===== config.mk =====
export PLATFORM = sky130hd
export DESIGN_NAME = ordered_array_list
export DESIGN_NICKNAME = d
export VERILOG_FILES = /design/src/hdl/ola_pkg.sv /design/src/hdl/ordered_array_list.sv /design/src/hdl/ola_ram.sv
export SDC_FILE = /design/constraint.sdc
export NUM_CORES = 1
export LEC_CHECK = 0
export BUFFER_PORTS_ARGS = -buffer_cell sky130_fd_sc_hd__buf_2
export CAP_MARGIN = 20
export CORE_MARGIN = 4
export CORE_UTILIZATION = 25
export CTS_BUF_LIST = sky130_fd_sc_hd__clkbuf_8
export DETAILED_ROUTE_END_ITERATION = 12
export PLACE_DENSITY_LB_ADDON = 0.3
export SYNTH_ARGS = -nofsm -noshare
export SYNTH_HDL_FRONTEND = slang
export SYNTH_HIERARCHICAL = 1
export SYNTH_SLANG_ARGS = --single-unit

===== constraint.sdc =====
create_clock -name i_clk -period 6 [get_ports i_clk]
set_input_delay 1.2 -clock i_clk [delete_from_list [all_inputs] [get_ports i_clk]]
set_output_delay 1.2 -clock i_clk [all_outputs]
set_load 0.03 [all_outputs]

===== src/hdl/ola_pkg.sv =====
// Shared constants, opcodes, status codes and sequencer states of the ordered array list.
package ola_pkg;

    localparam int DEPTH     = 32;
    localparam int WORD_BITS = 32;

    localparam int OP_W   = 3;
    localparam int POS_W  = 6;
    localparam int VAL_W  = 32;
    localparam int STAT_W = 3;

    localparam int IDX_W = $clog2(DEPTH);
    localparam int CNT_W = $clog2(DEPTH + 1);
    localparam int CMP_W = ((POS_W > CNT_W) ? POS_W : CNT_W) + 1;

    typedef enum logic [OP_W-1:0] {
        OP_CLEAR  = 3'd0,
        OP_INSERT = 3'd1,
        OP_DELETE = 3'd2,
        OP_READ   = 3'd3,
        OP_LOCATE = 3'd4,
        OP_PRED   = 3'd5,
        OP_SUCC   = 3'd6
    } t_op;

    typedef enum logic [STAT_W-1:0] {
        STAT_OK       = 3'd0,
        STAT_BADPOS   = 3'd1,
        STAT_FULL     = 3'd2,
        STAT_NOTFOUND = 3'd3,
        STAT_NONEIGH  = 3'd4
    } t_status;

    typedef enum logic [2:0] {
        ST_IDLE,
        ST_SHIFT_UP,
        ST_INS_WRITE,
        ST_SHIFT_DN,
        ST_READ,
        ST_SCAN,
        ST_SUCC
    } t_state;

endpackage


===== src/hdl/ordered_array_list.sv =====
// Top level of the ordered array list: request sequencer around one entry RAM.
//
//  channel  | handshake            | words
//  ---------+----------------------+---------------------------------------------------
//  request  | start, busy          | i_op, i_position, i_value
//  result   | o_strobe (one cycle) | o_status, o_value_out, o_found_position,
//           |                      | o_length, o_empty_res
//
// Clear, errors and insert at the tail finish from idle; read makes one RAM read.
// Insert before p shifts entries from p up, then writes; delete shifts the tail down.
// Locate, predecessor, successor scan from the first entry, one RAM read per cycle.
// Every shift or scan step is one pass through the single RAM read port.
// Reset (synchronous, active low) empties the list; the result has no back-pressure.
module ordered_array_list (
    input  logic                       i_clk,
    input  logic                       i_rst_n,
    input  logic                       start,
    output logic                       busy,
    input  logic [ola_pkg::OP_W-1:0]   i_op,
    input  logic [ola_pkg::POS_W-1:0]  i_position,
    input  logic [ola_pkg::VAL_W-1:0]  i_value,
    output logic                       o_strobe,
    output logic [ola_pkg::STAT_W-1:0] o_status,
    output logic [ola_pkg::VAL_W-1:0]  o_value_out,
    output logic [ola_pkg::POS_W-1:0]  o_found_position,
    output logic [ola_pkg::POS_W-1:0]  o_length,
    output logic                       o_empty_res
);

    import ola_pkg::*;

    t_state               r_state, n_state;
    t_op                  r_op, n_op;
    logic [IDX_W-1:0]     r_idx, n_idx;
    logic [WORD_BITS-1:0] r_value, n_value;
    logic [CNT_W-1:0]     r_count, n_count;
    logic [IDX_W-1:0]     r_addr, n_addr;
    logic                 r_issue, n_issue;
    logic                 r_pend, n_pend;
    logic [IDX_W-1:0]     r_daddr, n_daddr;
    logic [WORD_BITS-1:0] r_prev, n_prev;
    logic                 r_valid, n_valid;
    t_status              r_status, n_status;
    logic [WORD_BITS-1:0] r_vout, n_vout;
    logic [CNT_W-1:0]     r_fpos, n_fpos;

    logic                 w_accept;
    t_op                  w_op;
    logic [CMP_W-1:0]     w_pos;
    logic [CMP_W-1:0]     w_cnt;
    logic                 w_ins_bad;
    logic                 w_rd_bad;
    logic                 w_full;
    logic                 w_append;
    logic [IDX_W-1:0]     w_in_idx;
    logic [IDX_W-1:0]     w_last;
    logic                 w_dlast;
    logic                 w_hit;

    logic                 w_we;
    logic [IDX_W-1:0]     w_waddr;
    logic [WORD_BITS-1:0] w_wdata;
    logic [WORD_BITS-1:0] w_rdata;

    ola_ram #(
        .WIDTH (WORD_BITS),
        .DEPTH (DEPTH)
    ) u_ram (
        .i_clk   (i_clk),
        .i_we    (w_we),
        .i_waddr (w_waddr),
        .i_wdata (w_wdata),
        .i_raddr (r_addr),
        .o_rdata (w_rdata)
    );

    assign busy      = (r_state != ST_IDLE);
    assign w_accept  = start && !busy;
    assign w_op      = t_op'(i_op);
    assign w_pos     = CMP_W'(i_position);
    assign w_cnt     = CMP_W'(r_count);
    assign w_ins_bad = (w_pos == '0) || (w_pos > w_cnt + CMP_W'(1));
    assign w_rd_bad  = (w_pos == '0) || (w_pos > w_cnt);
    assign w_full    = (r_count == CNT_W'(DEPTH));
    assign w_append  = (w_pos == w_cnt + CMP_W'(1));
    assign w_in_idx  = IDX_W'(i_position - POS_W'(1));
    assign w_last    = IDX_W'(r_count - CNT_W'(1));
    assign w_dlast   = (r_daddr == w_last);
    assign w_hit     = r_pend && (w_rdata == r_value);

    always_comb begin
        n_state = r_state;
        unique case (r_state)
            ST_IDLE: begin
                if (w_accept) begin
                    case (w_op)
                        OP_INSERT: begin
                            if (!w_ins_bad && !w_full && !w_append) begin
                                n_state = ST_SHIFT_UP;
                            end
                        end
                        OP_DELETE: begin
                            if (!w_rd_bad) begin
                                n_state = ST_SHIFT_DN;
                            end
                        end
                        OP_READ: begin
                            if (!w_rd_bad) begin
                                n_state = ST_READ;
                            end
                        end
                        OP_LOCATE, OP_PRED, OP_SUCC: begin
                            if (r_count != '0) begin
                                n_state = ST_SCAN;
                            end
                        end
                        default: n_state = ST_IDLE;
                    endcase
                end
            end
            ST_SHIFT_UP: begin
                if (r_pend && (r_daddr == r_idx)) begin
                    n_state = ST_INS_WRITE;
                end
            end
            ST_INS_WRITE: n_state = ST_IDLE;
            ST_SHIFT_DN: begin
                if (r_pend && w_dlast) begin
                    n_state = ST_IDLE;
                end
            end
            ST_READ: begin
                if (r_pend) begin
                    n_state = ST_IDLE;
                end
            end
            ST_SCAN: begin
                if (w_hit) begin
                    n_state = (r_op == OP_SUCC && !w_dlast) ? ST_SUCC : ST_IDLE;
                end else if (r_pend && w_dlast) begin
                    n_state = ST_IDLE;
                end
            end
            ST_SUCC: n_state = ST_IDLE;
            default: n_state = ST_IDLE;
        endcase
    end

    always_comb begin
        n_op     = r_op;
        n_idx    = r_idx;
        n_value  = r_value;
        n_count  = r_count;
        n_addr   = r_addr;
        n_issue  = r_issue;
        n_pend   = r_issue;
        n_daddr  = r_addr;
        n_prev   = r_prev;
        n_valid  = 1'b0;
        n_status = r_status;
        n_vout   = r_vout;
        n_fpos   = r_fpos;
        w_we     = 1'b0;
        w_waddr  = r_daddr;
        w_wdata  = w_rdata;

        unique case (r_state)
            ST_IDLE: begin
                n_issue = 1'b0;
                if (w_accept) begin
                    n_op     = w_op;
                    n_idx    = w_in_idx;
                    n_value  = i_value[WORD_BITS-1:0];
                    n_status = STAT_OK;
                    n_vout   = '0;
                    n_fpos   = '0;
                    case (w_op)
                        OP_CLEAR: begin
                            n_count = '0;
                            n_valid = 1'b1;
                        end
                        OP_INSERT: begin
                            if (w_ins_bad) begin
                                n_status = STAT_BADPOS;
                                n_valid  = 1'b1;
                            end else if (w_full) begin
                                n_status = STAT_FULL;
                                n_valid  = 1'b1;
                            end else if (w_append) begin
                                w_we    = 1'b1;
                                w_waddr = w_in_idx;
                                w_wdata = i_value[WORD_BITS-1:0];
                                n_count = r_count + CNT_W'(1);
                                n_valid = 1'b1;
                            end else begin
                                n_addr  = w_last;
                                n_issue = 1'b1;
                            end
                        end
                        OP_DELETE, OP_READ: begin
                            if (w_rd_bad) begin
                                n_status = STAT_BADPOS;
                                n_valid  = 1'b1;
                            end else begin
                                n_addr  = w_in_idx;
                                n_issue = 1'b1;
                            end
                        end
                        OP_LOCATE, OP_PRED, OP_SUCC: begin
                            if (r_count == '0) begin
                                n_status = STAT_NOTFOUND;
                                n_valid  = 1'b1;
                            end else begin
                                n_addr  = '0;
                                n_issue = 1'b1;
                            end
                        end
                        default: n_valid = 1'b1;
                    endcase
                end
            end
            ST_SHIFT_UP: begin
                if (r_issue) begin
                    if (r_addr == r_idx) begin
                        n_issue = 1'b0;
                    end else begin
                        n_addr = r_addr - IDX_W'(1);
                    end
                end
                if (r_pend) begin
                    w_we    = 1'b1;
                    w_waddr = r_daddr + IDX_W'(1);
                end
            end
            ST_INS_WRITE: begin
                w_we    = 1'b1;
                w_waddr = r_idx;
                w_wdata = r_value;
                n_count = r_count + CNT_W'(1);
                n_valid = 1'b1;
            end
            ST_SHIFT_DN: begin
                if (r_issue) begin
                    if (r_addr == w_last) begin
                        n_issue = 1'b0;
                    end else begin
                        n_addr = r_addr + IDX_W'(1);
                    end
                end
                if (r_pend) begin
                    if (r_daddr == r_idx) begin
                        n_prev = w_rdata;
                    end else begin
                        w_we    = 1'b1;
                        w_waddr = r_daddr - IDX_W'(1);
                    end
                    if (w_dlast) begin
                        n_count = r_count - CNT_W'(1);
                        n_vout  = (r_daddr == r_idx) ? w_rdata : r_prev;
                        n_issue = 1'b0;
                        n_valid = 1'b1;
                    end
                end
            end
            ST_READ: begin
                n_issue = 1'b0;
                if (r_pend) begin
                    n_vout  = w_rdata;
                    n_valid = 1'b1;
                end
            end
            ST_SCAN: begin
                if (r_issue) begin
                    if (r_addr == w_last) begin
                        n_issue = 1'b0;
                    end else begin
                        n_addr = r_addr + IDX_W'(1);
                    end
                end
                if (r_pend) begin
                    n_prev = w_rdata;
                end
                if (w_hit) begin
                    n_issue = 1'b0;
                    case (r_op)
                        OP_LOCATE: begin
                            n_fpos  = CNT_W'(r_daddr) + CNT_W'(1);
                            n_valid = 1'b1;
                        end
                        OP_PRED: begin
                            if (r_daddr == '0) begin
                                n_status = STAT_NONEIGH;
                            end else begin
                                n_vout = r_prev;
                            end
                            n_valid = 1'b1;
                        end
                        default: begin
                            if (w_dlast) begin
                                n_status = STAT_NONEIGH;
                                n_valid  = 1'b1;
                            end
                        end
                    endcase
                end else if (r_pend && w_dlast) begin
                    n_status = STAT_NOTFOUND;
                    n_issue  = 1'b0;
                    n_valid  = 1'b1;
                end
            end
            ST_SUCC: begin
                n_issue = 1'b0;
                n_vout  = w_rdata;
                n_valid = 1'b1;
            end
            default: n_issue = 1'b0;
        endcase
    end

    always_ff @(posedge i_clk) begin
        if (!i_rst_n) begin
            r_state <= ST_IDLE;
            r_count <= '0;
            r_issue <= 1'b0;
            r_pend  <= 1'b0;
            r_valid <= 1'b0;
        end else begin
            r_state <= n_state;
            r_count <= n_count;
            r_issue <= n_issue;
            r_pend  <= n_pend;
            r_valid <= n_valid;
        end
    end

    always_ff @(posedge i_clk) begin
        r_op     <= n_op;
        r_idx    <= n_idx;
        r_value  <= n_value;
        r_addr   <= n_addr;
        r_daddr  <= n_daddr;
        r_prev   <= n_prev;
        r_status <= n_status;
        r_vout   <= n_vout;
        r_fpos   <= n_fpos;
    end

    assign o_strobe         = r_valid;
    assign o_status         = r_status;
    assign o_value_out      = VAL_W'(r_vout);
    assign o_found_position = POS_W'(r_fpos);
    assign o_length         = POS_W'(r_count);
    assign o_empty_res      = (r_count == '0);

    a_count_bound: assert property (@(posedge i_clk) disable iff (!i_rst_n)
        r_count <= CNT_W'(DEPTH))
        else $error("entry count exceeds depth");

    a_strobe_idle: assert property (@(posedge i_clk) disable iff (!i_rst_n)
        o_strobe |-> !busy)
        else $error("result strobe while sequencer busy");

    a_clear_result: assert property (@(posedge i_clk) disable iff (!i_rst_n)
        (w_accept && w_op == OP_CLEAR) |=> (o_strobe && o_length == '0))
        else $error("clear did not empty the list");

    a_shift_pipe: assert property (@(posedge i_clk) disable iff (!i_rst_n)
        (r_state == ST_SHIFT_UP && r_pend) |-> (r_daddr >= r_idx))
        else $error("insert shift ran below the insert point");

endmodule


===== src/hdl/ola_ram.sv =====
// Generic simple dual-port RAM with one write port and one registered read port.
module ola_ram #(
    parameter int WIDTH = 32,
    parameter int DEPTH = 32
) (
    input  logic                     i_clk,
    input  logic                     i_we,
    input  logic [$clog2(DEPTH)-1:0] i_waddr,
    input  logic [WIDTH-1:0]         i_wdata,
    input  logic [$clog2(DEPTH)-1:0] i_raddr,
    output logic [WIDTH-1:0]         o_rdata
);

    logic [WIDTH-1:0] r_mem [DEPTH];

    always_ff @(posedge i_clk) begin
        if (i_we) begin
            r_mem[i_waddr] <= i_wdata;
        end
        o_rdata <= r_mem[i_raddr];
    end

endmodule

==> results.json, run 1 <==
{
  "run_status": "completed",
  "synth_compound_area_share_pct": 7.43,
  "finalPower_w": 0.0297,
  "final_net_count": 3369,
  "ctsResizeCount": 0,
  "syn-instance-count": 3079,
  "routed-via-count": 27900,
  "path_class": "register to register",
  "fp.coreArea_mm2": 0.195,
  "die_area_mm2": 0.203,
  "cts_inserted_buffers": 197,
  "ioPinCount": 94,
  "synth-seq-cells": 1191,
  "min_period_ns": 5.20,
  "mappedNetlistNets": 3145,
  "top_flip_flop_cell_by_instance_count_after_synthesis": "edfxtp_1",
  "critical-path-max-stage-delay_ns": 0.85,
  "place_congestion": 0.838,
  "grt_remaining_overflow": 0,
  "async_reset_ff_share_pct": 0,
  "clock_skew_ns": 0.0697,
  "cp-end-kind": "register",
  "yosysUniqueCellTypes": 85,
  "max_freq_mhz": 192,
  "detail_route.drc_violations": 0,
  "cts_tree": "yes",
  "yosys.area_share.simple_pct": 5.03,
  "drive_above_1_share_pct": 16.4,
  "effective_utilization_at_floorplan_pct": 25.1,
  "powerDensity_mw_per_mm2": 521,
  "synthesis.area_mm2": 0.0489,
  "avgSynthCellArea_um2": 15.9,
  "clk_transition_reported_paths_ns": 0.07,
  "rows": 162,
  "avgViaCountPerCell": 4.58,
  "num_clock_sinks": 1191,
  "crit_path_start_kind": "register",
  "final-max-slew-violation-count": 0,
  "static-leakage-power_nw": 19.7,
  "post_cts.repair.setup_buffers": 0,
  "share_seq_of_total_power_pct": 41.4,
  "synth-edff-count": 1142,
  "timing.critical_path.cells": "inv_1 -> ha_1 -> inv_1 -> ha_1 -> nand4_1 -> nor2_1 -> and4_2 -> o211ai_1 -> a22oi_1 -> nand3b_1 -> nor2_4 -> buf_12",
  "setup_total_negative_slack_ns": 0,
  "worst-slew-pin-transition_ns": 1.28,
  "cp.required_ns": 6.55,
  "first_global_vias": 27700,
  "route.met2.wl_mm": 60.7,
  "die_y_um": 450,
  "ctsHtreeMaxLevel": 4,
  "crit_path_buf_inv_count": 3,
  "worst_slew_margin_rel_pct": 14.9,
  "vdd_ir_drop_max_v": 0.000384,
  "grt_max_degree": 133,
  "hp-class": "primary input to register",
  "maxCapViolCount": 0,
  "commonest_non_fill_non_tap_cell_in_the_layout": "edfxtp_1",
  "regToRegSetupSlack_ns": 0.80,
  "yosysSeqAreaShare_pct": 72.1,
  "syn2layout_area_growth_pct": 16.4,
  "synth_top_family_by_area": "multiplexers",
  "setup_repair_after_global_routing_missed_its_margin": "no",
  "routed_wire_per_std_cell_um": 22.1,
  "clock-root-buffer": "clkbuf_8",
  "grt_pass1_wl_mm": 195,
  "timing.critical_path.arrival_ns": 5.75,
  "die_width_um": 450,
  "finalWirelength_mm": 134,
  "dp_hpwl_mm": 83.2,
  "wirelength_met1_mm": 63.8,
  "post_synth_xor_area_fraction_pct": 1.29,
  "critical_path.max_fanout": 23,
  "proportion_of_synthesized_area_in_mux_cells_pct": 11.3,
  "place.port_buffers": 93,
  "drt.antenna.violating_nets": 0,
  "groute.usage.overall_pct": 12.9,
  "drt_iter0_drc": 2341,
  "antenna_found_initial": 9,
  "final_count_of_hold_timing_violations": 0,
  "synth_fa_ha_area_share_pct": 0.578,
  "cts_max_path_buffers": 3,
  "timing.final.crit_share_pct": 86.7,
  "drtPass1Iterations": 5,
  "insertion_delay_ns": 0.91,
  "combinationalPowerShare_pct": 36.6,
  "met3RoutedLength_mm": 7.21,
  "highest_layer": "met4",
  "top_library_cells_by_usage_in_the_layout_fill_and_taps_aside": "1142 x edfxtp_1, 514 x mux2i_1, 212 x clkbuf_8",
  "internal_power_w": 0.0182,
  "regArea_mm2": 0.0353,
  "p_clk_share_pct": 22.0,
  "num-fill-cells": 19400,
  "worst_path_max_delay_cell": "a22oi_1",
  "sw_frac_of_total_pct": 38.7,
  "timing.final.setup_violations": 0,
  "multi_input_gate_area_in_the_final_layout_mm2": 0.0131,
  "yosysWarningCount": 6,
  "postCtsHoldBufs": 0,
  "switchingPower_w": 0.0115,
  "timing.critical_path.max_delay_family": "simple AND/OR/NAND/NOR gates"
}
[power groups by stage]
stage / sequential (W) / combinational (W) / clock [W]
after floorplan: 0.0125 / 0.00623 / 0
after global placement: 0.0124 / 0.0108 / 0
after detailed placement: 0.0125 / 0.0109 / 0
after CTS: 0.0123 / 0.0109 / 0.00674
after global routing: 0.0124 / 0.0116 / 0.00713
final: 0.0123 / 0.0109 / 0.00652
[path summary, 6_finish.rpt]
| kind | cells after the start | from | endpoint |
|---|---|---|---|
| worst max-delay path | 12 | o_length[0] | u_ram/r_mem[23][20] |
| worst min-delay path | 1 | i_value[3] | r_value[3] |
| worst max register to register | 12 | o_length[0] | u_ram/r_mem[23][20] |
| worst min register to register | 2 | n_pend | r_pend |
[layer usage]
metal,GRT usage (%),up-vias
met3,2.47,187
li1,-,12600
met4,3.27,0
met2,19.8,779
met1,18.6,14300
met5,0,-
[stage by stage]
stage	utilization, %	instance area, µm²	hold WS, ns	worst slack, ns	cells
global placement	27.4	53300	0.535	0.623	5726
floorplan	-	48900	0.462	0.661	3079
global route	29.2	56900	0.455	0.618	6087
CTS	29.2	56900	0.402	0.792	6085
finish	29.2	56900	0.501	0.799	6089
detailed placement	27.4	53300	0.515	0.652	5727
[Yosys cell counts, types with 8 or more instances]
library cell	n	share of area [%]
xor2_1	44	0.79
buf_4	34	0.52
a22o_1	96	1.7
nand2_1	195	1.5
dfxtp_1	49	2.0
edfxtp_1	1142	70
nor4_1	9	0.12
o22ai_1	41	0.52
xnor2_1	23	0.41
nor3_1	43	0.44
inv_1	20	0.15
buf_6	16	0.37
a22oi_1	100	1.5
o21ai_0	23	0.24
mux2i_1	514	11
nand3b_1	8	0.12
clkbuf_1	71	0.55
ha_1	21	0.54
a21oi_1	122	1.2
nand3_1	120	1.2
buf_1	10	0.077
nor2_1	82	0.63
mux2_2	34	0.78
nand4_1	9	0.12
nor2b_1	8	0.10
a31oi_1	70	0.90
buf_2	47	0.48
[final cells by class]
cell class | count | share of cell area, %
Clock buffer | 212 | 5.13
Antenna cell | 3 | 0.0132
Tap cell | 2624 | 5.77
Multi-Input combinational cell | 1683 | 23.0
Clock inverter | 146 | 1.15
Sequential cell | 1191 | 62.0
Inverter | 25 | 0.165
Timing Repair Buffer | 205 | 2.80
[flip-flops by register name (all words and copies together) (netlist names), 5 cells and up]
| signal | cells |
|---|---|
| o_length | 6 |
| r_idx | 5 |
| r_prev | 32 |
| o_found_position | 6 |
| u_ram/o_rdata | 32 |
| u_ram/r_mem | 1024 |
| r_value | 32 |
| n_daddr | 5 |
| o_value_out | 32 |
| r_daddr | 5 |
[kinds of logic (layout without fill, tap and decap cells)]
| family | after synthesis | count (layout) |
|---|---|---|
| AOI/OAI and AO/OA | 524 | 524 |
| other | 0 | 3 |
| DFF | 1191 | 1191 |
| adders and majority gates | 22 | 22 |
| and+or+nand+nor | 520 | 520 |
| muxes | 548 | 548 |
| xor gates and xnor gates | 69 | 69 |
| buffers and inverters | 205 | 588 |
Note: power is estimated with default switching activity, not from simulation.
==> run 2, diff against run 1 <==
ABC_AREA = 1   (was unset)
CORE_UTILIZATION = 50   (was 25)
==> results.json, run 2 <==
{
  "min_period_ns": 4.92,
  "startpoint": "o_length[0]",
  "timing.final.setup_violations": 0,
  "routed-via-count": 35500,
  "path_class": "register to register",
  "cts_tree": "yes",
  "die_width_um": 329,
  "rows": 117,
  "crit_path_start_kind": "register",
  "dp_hpwl_mm": 75.0,
  "cp.required_ns": 6.52,
  "top_library_cells_by_usage_in_the_layout_fill_and_taps_aside": "1840 x nand2_1, 1142 x edfxtp_1, 858 x nand3_1",
  "synthTopCellsByCount": "1840 x nand2_1, 1142 x edfxtp_1, 863 x nand3_1, 128 x inv_1, 109 x nor2_1",
  "die_y_um": 329,
  "crit_path_buf_inv_count": 4,
  "worstReg2RegEnd": "u_ram/r_mem[9][31]",
  "register_with_the_most_flip_flops": "u_ram/r_mem",
  "worstHoldPathCells": 2,
  "timing.critical_path.arrival_ns": 5.44,
  "grt_max_degree": 171,
  "logic_depth_of_the_worst_path_buffers_included": 15,
  "detail_route.drc_violations": 0,
  "synth-edff-count": 1142,
  "critical_path.endpoint": "u_ram/r_mem[9][31]",
  "yosysTopAreaCellShare_pct": 66.5,
  "hp-class": "register to register",
  "r2r_start": "o_length[0]",
  "yosysSeqAreaShare_pct": 68.4,
  "largest_reg_flops": 1024,
  "met3RoutedLength_mm": 12.1,
  "die_area_mm2": 0.108,
  "clock-root-buffer": "clkbuf_8",
  "commonest_non_fill_non_tap_cell_in_the_layout": "nand2_1",
  "effective_utilization_at_floorplan_pct": 50.6,
  "cts_inserted_buffers": 184,
  "finalWirelength_mm": 134,
  "avgSynthCellArea_um2": 10.9,
  "timing.critical_path.max_delay_family": "simple AND/OR/NAND/NOR gates",
  "timing.critical_path.cells": "inv_1 -> ha_1 -> inv_1 -> ha_1 -> nand2_1 -> nor2_1 -> nand2_1 -> nor4_4 -> nand3_1 -> nand3_1 -> nand4_1 -> inv_1 -> nand3_1 -> nor2_4 -> buf_12",
  "synth-seq-cells": 1191,
  "worst-r2r-cell-count": 15,
  "regToRegSetupSlack_ns": 1.08,
  "maxCapViolCount": 0,
  "powerDensity_mw_per_mm2": 472,
  "combinationalPowerShare_pct": 32.5,
  "worst_path_max_delay_cell": "dfxtp_1",
  "run_status": "completed",
  "setup_total_negative_slack_ns": 0,
  "final_net_count": 4886,
  "grt_pass1_wl_mm": 203,
  "num_clock_sinks": 1191,
  "drtPass1Iterations": 6,
  "vdd_ir_drop_max_v": 0.000403,
  "grt_remaining_overflow": 0,
  "clk_transition_reported_paths_ns": 0.06,
  "final_count_of_hold_timing_violations": 0,
  "fp.coreArea_mm2": 0.102,
  "routed_wire_per_std_cell_um": 21.1,
  "route.met2.wl_mm": 62.5,
  "layoutNonFillerInstCount": 6346,
  "switchingPower_w": 0.0102,
  "first_global_vias": 33500,
  "ctsResizeCount": 0,
  "worst-slew-pin-transition_ns": 1.15,
  "drive_above_1_share_pct": 10.9,
  "critical_path.max_fanout": 20,
  "worst_slew_margin_rel_pct": 23.3,
  "mappedNetlistNets": 4780,
  "wirelength_met1_mm": 55.8,
  "final-max-slew-violation-count": 0,
  "placed_cells_incl_taps": 6001,
  "cp-end-kind": "register",
  "internal_power_w": 0.0166,
  "layout.cell_area.non_filler_mm2": 0.0569,
  "critical-path-max-stage-delay_ns": 0.58,
  "post_dp_cell_area_mm2": 0.0532,
  "avgViaCountPerCell": 5.59,
  "synth_area_leaders": "edfxtp_1 66%, nand2_1 13%, nand3_1 8.4%",
  "clock_skew_ns": 0.0392,
  "static-leakage-power_nw": 21.8,
  "yosysUniqueCellTypes": 47,
  "syn2layout_area_growth_pct": 10.3,
  "place_congestion": 0.903,
  "num-fill-cells": 8494,
  "place.port_buffers": 93,
  "postCtsHoldBufs": 0,
  "setup_repair_after_global_routing_missed_its_margin": "no",
  "ioPinCount": 94,
  "timing.final.crit_share_pct": 82.0,
  "insertion_delay_ns": 0.86,
  "async_reset_ff_share_pct": 0,
  "drt.antenna.violating_nets": 0,
  "cts_max_path_buffers": 3,
  "share_seq_of_total_power_pct": 42.8,
  "p_clk_share_pct": 24.7,
  "highest_layer": "met4",
  "sw_frac_of_total_pct": 38.1,
  "post_cts.repair.setup_buffers": 0,
  "syn-instance-count": 4714,
  "synthesis.area_mm2": 0.0516,
  "yosysWarningCount": 6,
  "synthDominantAreaCellType": "edfxtp_1",
  "drt_iter0_drc": 3988,
  "antenna_found_initial": 1,
  "most_frequently_used_cell_type_in_the_post_synthesis_netlist": "nand2_1",
  "ctsHtreeMaxLevel": 4,
  "groute.usage.overall_pct": 24.5,
  "top_flip_flop_cell_by_instance_count_after_synthesis": "edfxtp_1",
  "max_freq_mhz": 203
}
run 2: cell count changes in the layout (fill, tap and decap cells not counted), sizes merged, moves of 86 or more:
cell   previous run  this run
a22o             96         0
nand2           196      1844
nand3           120       865
a22oi           100         2
mux2i           514         0
inv             116       202
run 2: layout make-up:
| type | count | area [µm²] | area share (%) |
|---|---|---|---|
| diodes | 1 | 2.50 | 0.00440 |
| repair buffers | 192 | 1480 | 2.60 |
| flip-flops and latches | 1191 | 35300 | 62.0 |
| multi-input cells | 3110 | 14200 | 25.0 |
| clock inverters | 143 | 888 | 1.56 |
| well taps | 1368 | 1710 | 3.01 |
| clock buffers | 200 | 2750 | 4.84 |
| inverters | 141 | 563 | 0.990 |
run 2: worst min-delay path: stages (launching register included):
cell     delay [ns]
dfxtp_1        0.33
nand2_1        0.06
inv_1          0.04
run 2: logic make-up (layout without fill, tap and decap cells):
family | after synthesis | after routing | share of synthesized area, %
AND/OR/NAND/NOR | 2848 | 2848 | 23.1
buffers and inverters | 413 | 676 | 4.60
other | 0 | 1 | 0
flip-flops | 1191 | 1191 | 68.4
AO/OA/AOI/OAI | 204 | 204 | 2.76
adder cells (fa/ha/maj) | 22 | 22 | 0.548
multiplexers | 1 | 1 | 0.0218
XOR/XNOR | 35 | 35 | 0.594
run 2: how the worst min path moves through the flow:
stage | start | endpoint | slack [ns]
CTS | n_pend | r_pend | 0.48
global placement | n_pend | r_pend | 0.47
finish | n_pend | r_pend | 0.49
detailed placement | n_pend | r_pend | 0.47
global route | n_pend | r_pend | 0.50
floorplan | n_pend | r_pend | 0.45
run 2: routing by layer:
metal	vias to the layer above	track usage, %
met5	-	0
met4	0	8.18
met3	209	4.40
met2	1659	39.0
met1	17100	34.5
li1	16500	-
run 2: stage by stage:
stage	power (W)	worst slack (ns)	hold slack, ns	util [%]
after detailed placement	0.0202	1.11	0.471	52.2
after CTS	0.0269	1.23	0.482	55.7
final	0.0269	1.08	0.486	55.8
after global placement	0.0201	1.20	0.470	52.2
after global routing	0.0282	0.883	0.502	55.8
after floorplan	0.0173	1.19	0.446	-
run 2: power groups by stage:
stage / Sequential (W) / Clock [W] / Combinational, W
2_1_floorplan: 0.0118 / 0 / 0.00550
3_3_place_gp: 0.0116 / 0 / 0.00847
3_5_place_dp: 0.0117 / 0 / 0.00858
4_1_cts: 0.0115 / 0.00676 / 0.00862
5_1_grt: 0.0115 / 0.00717 / 0.00952
6_report: 0.0115 / 0.00664 / 0.00873
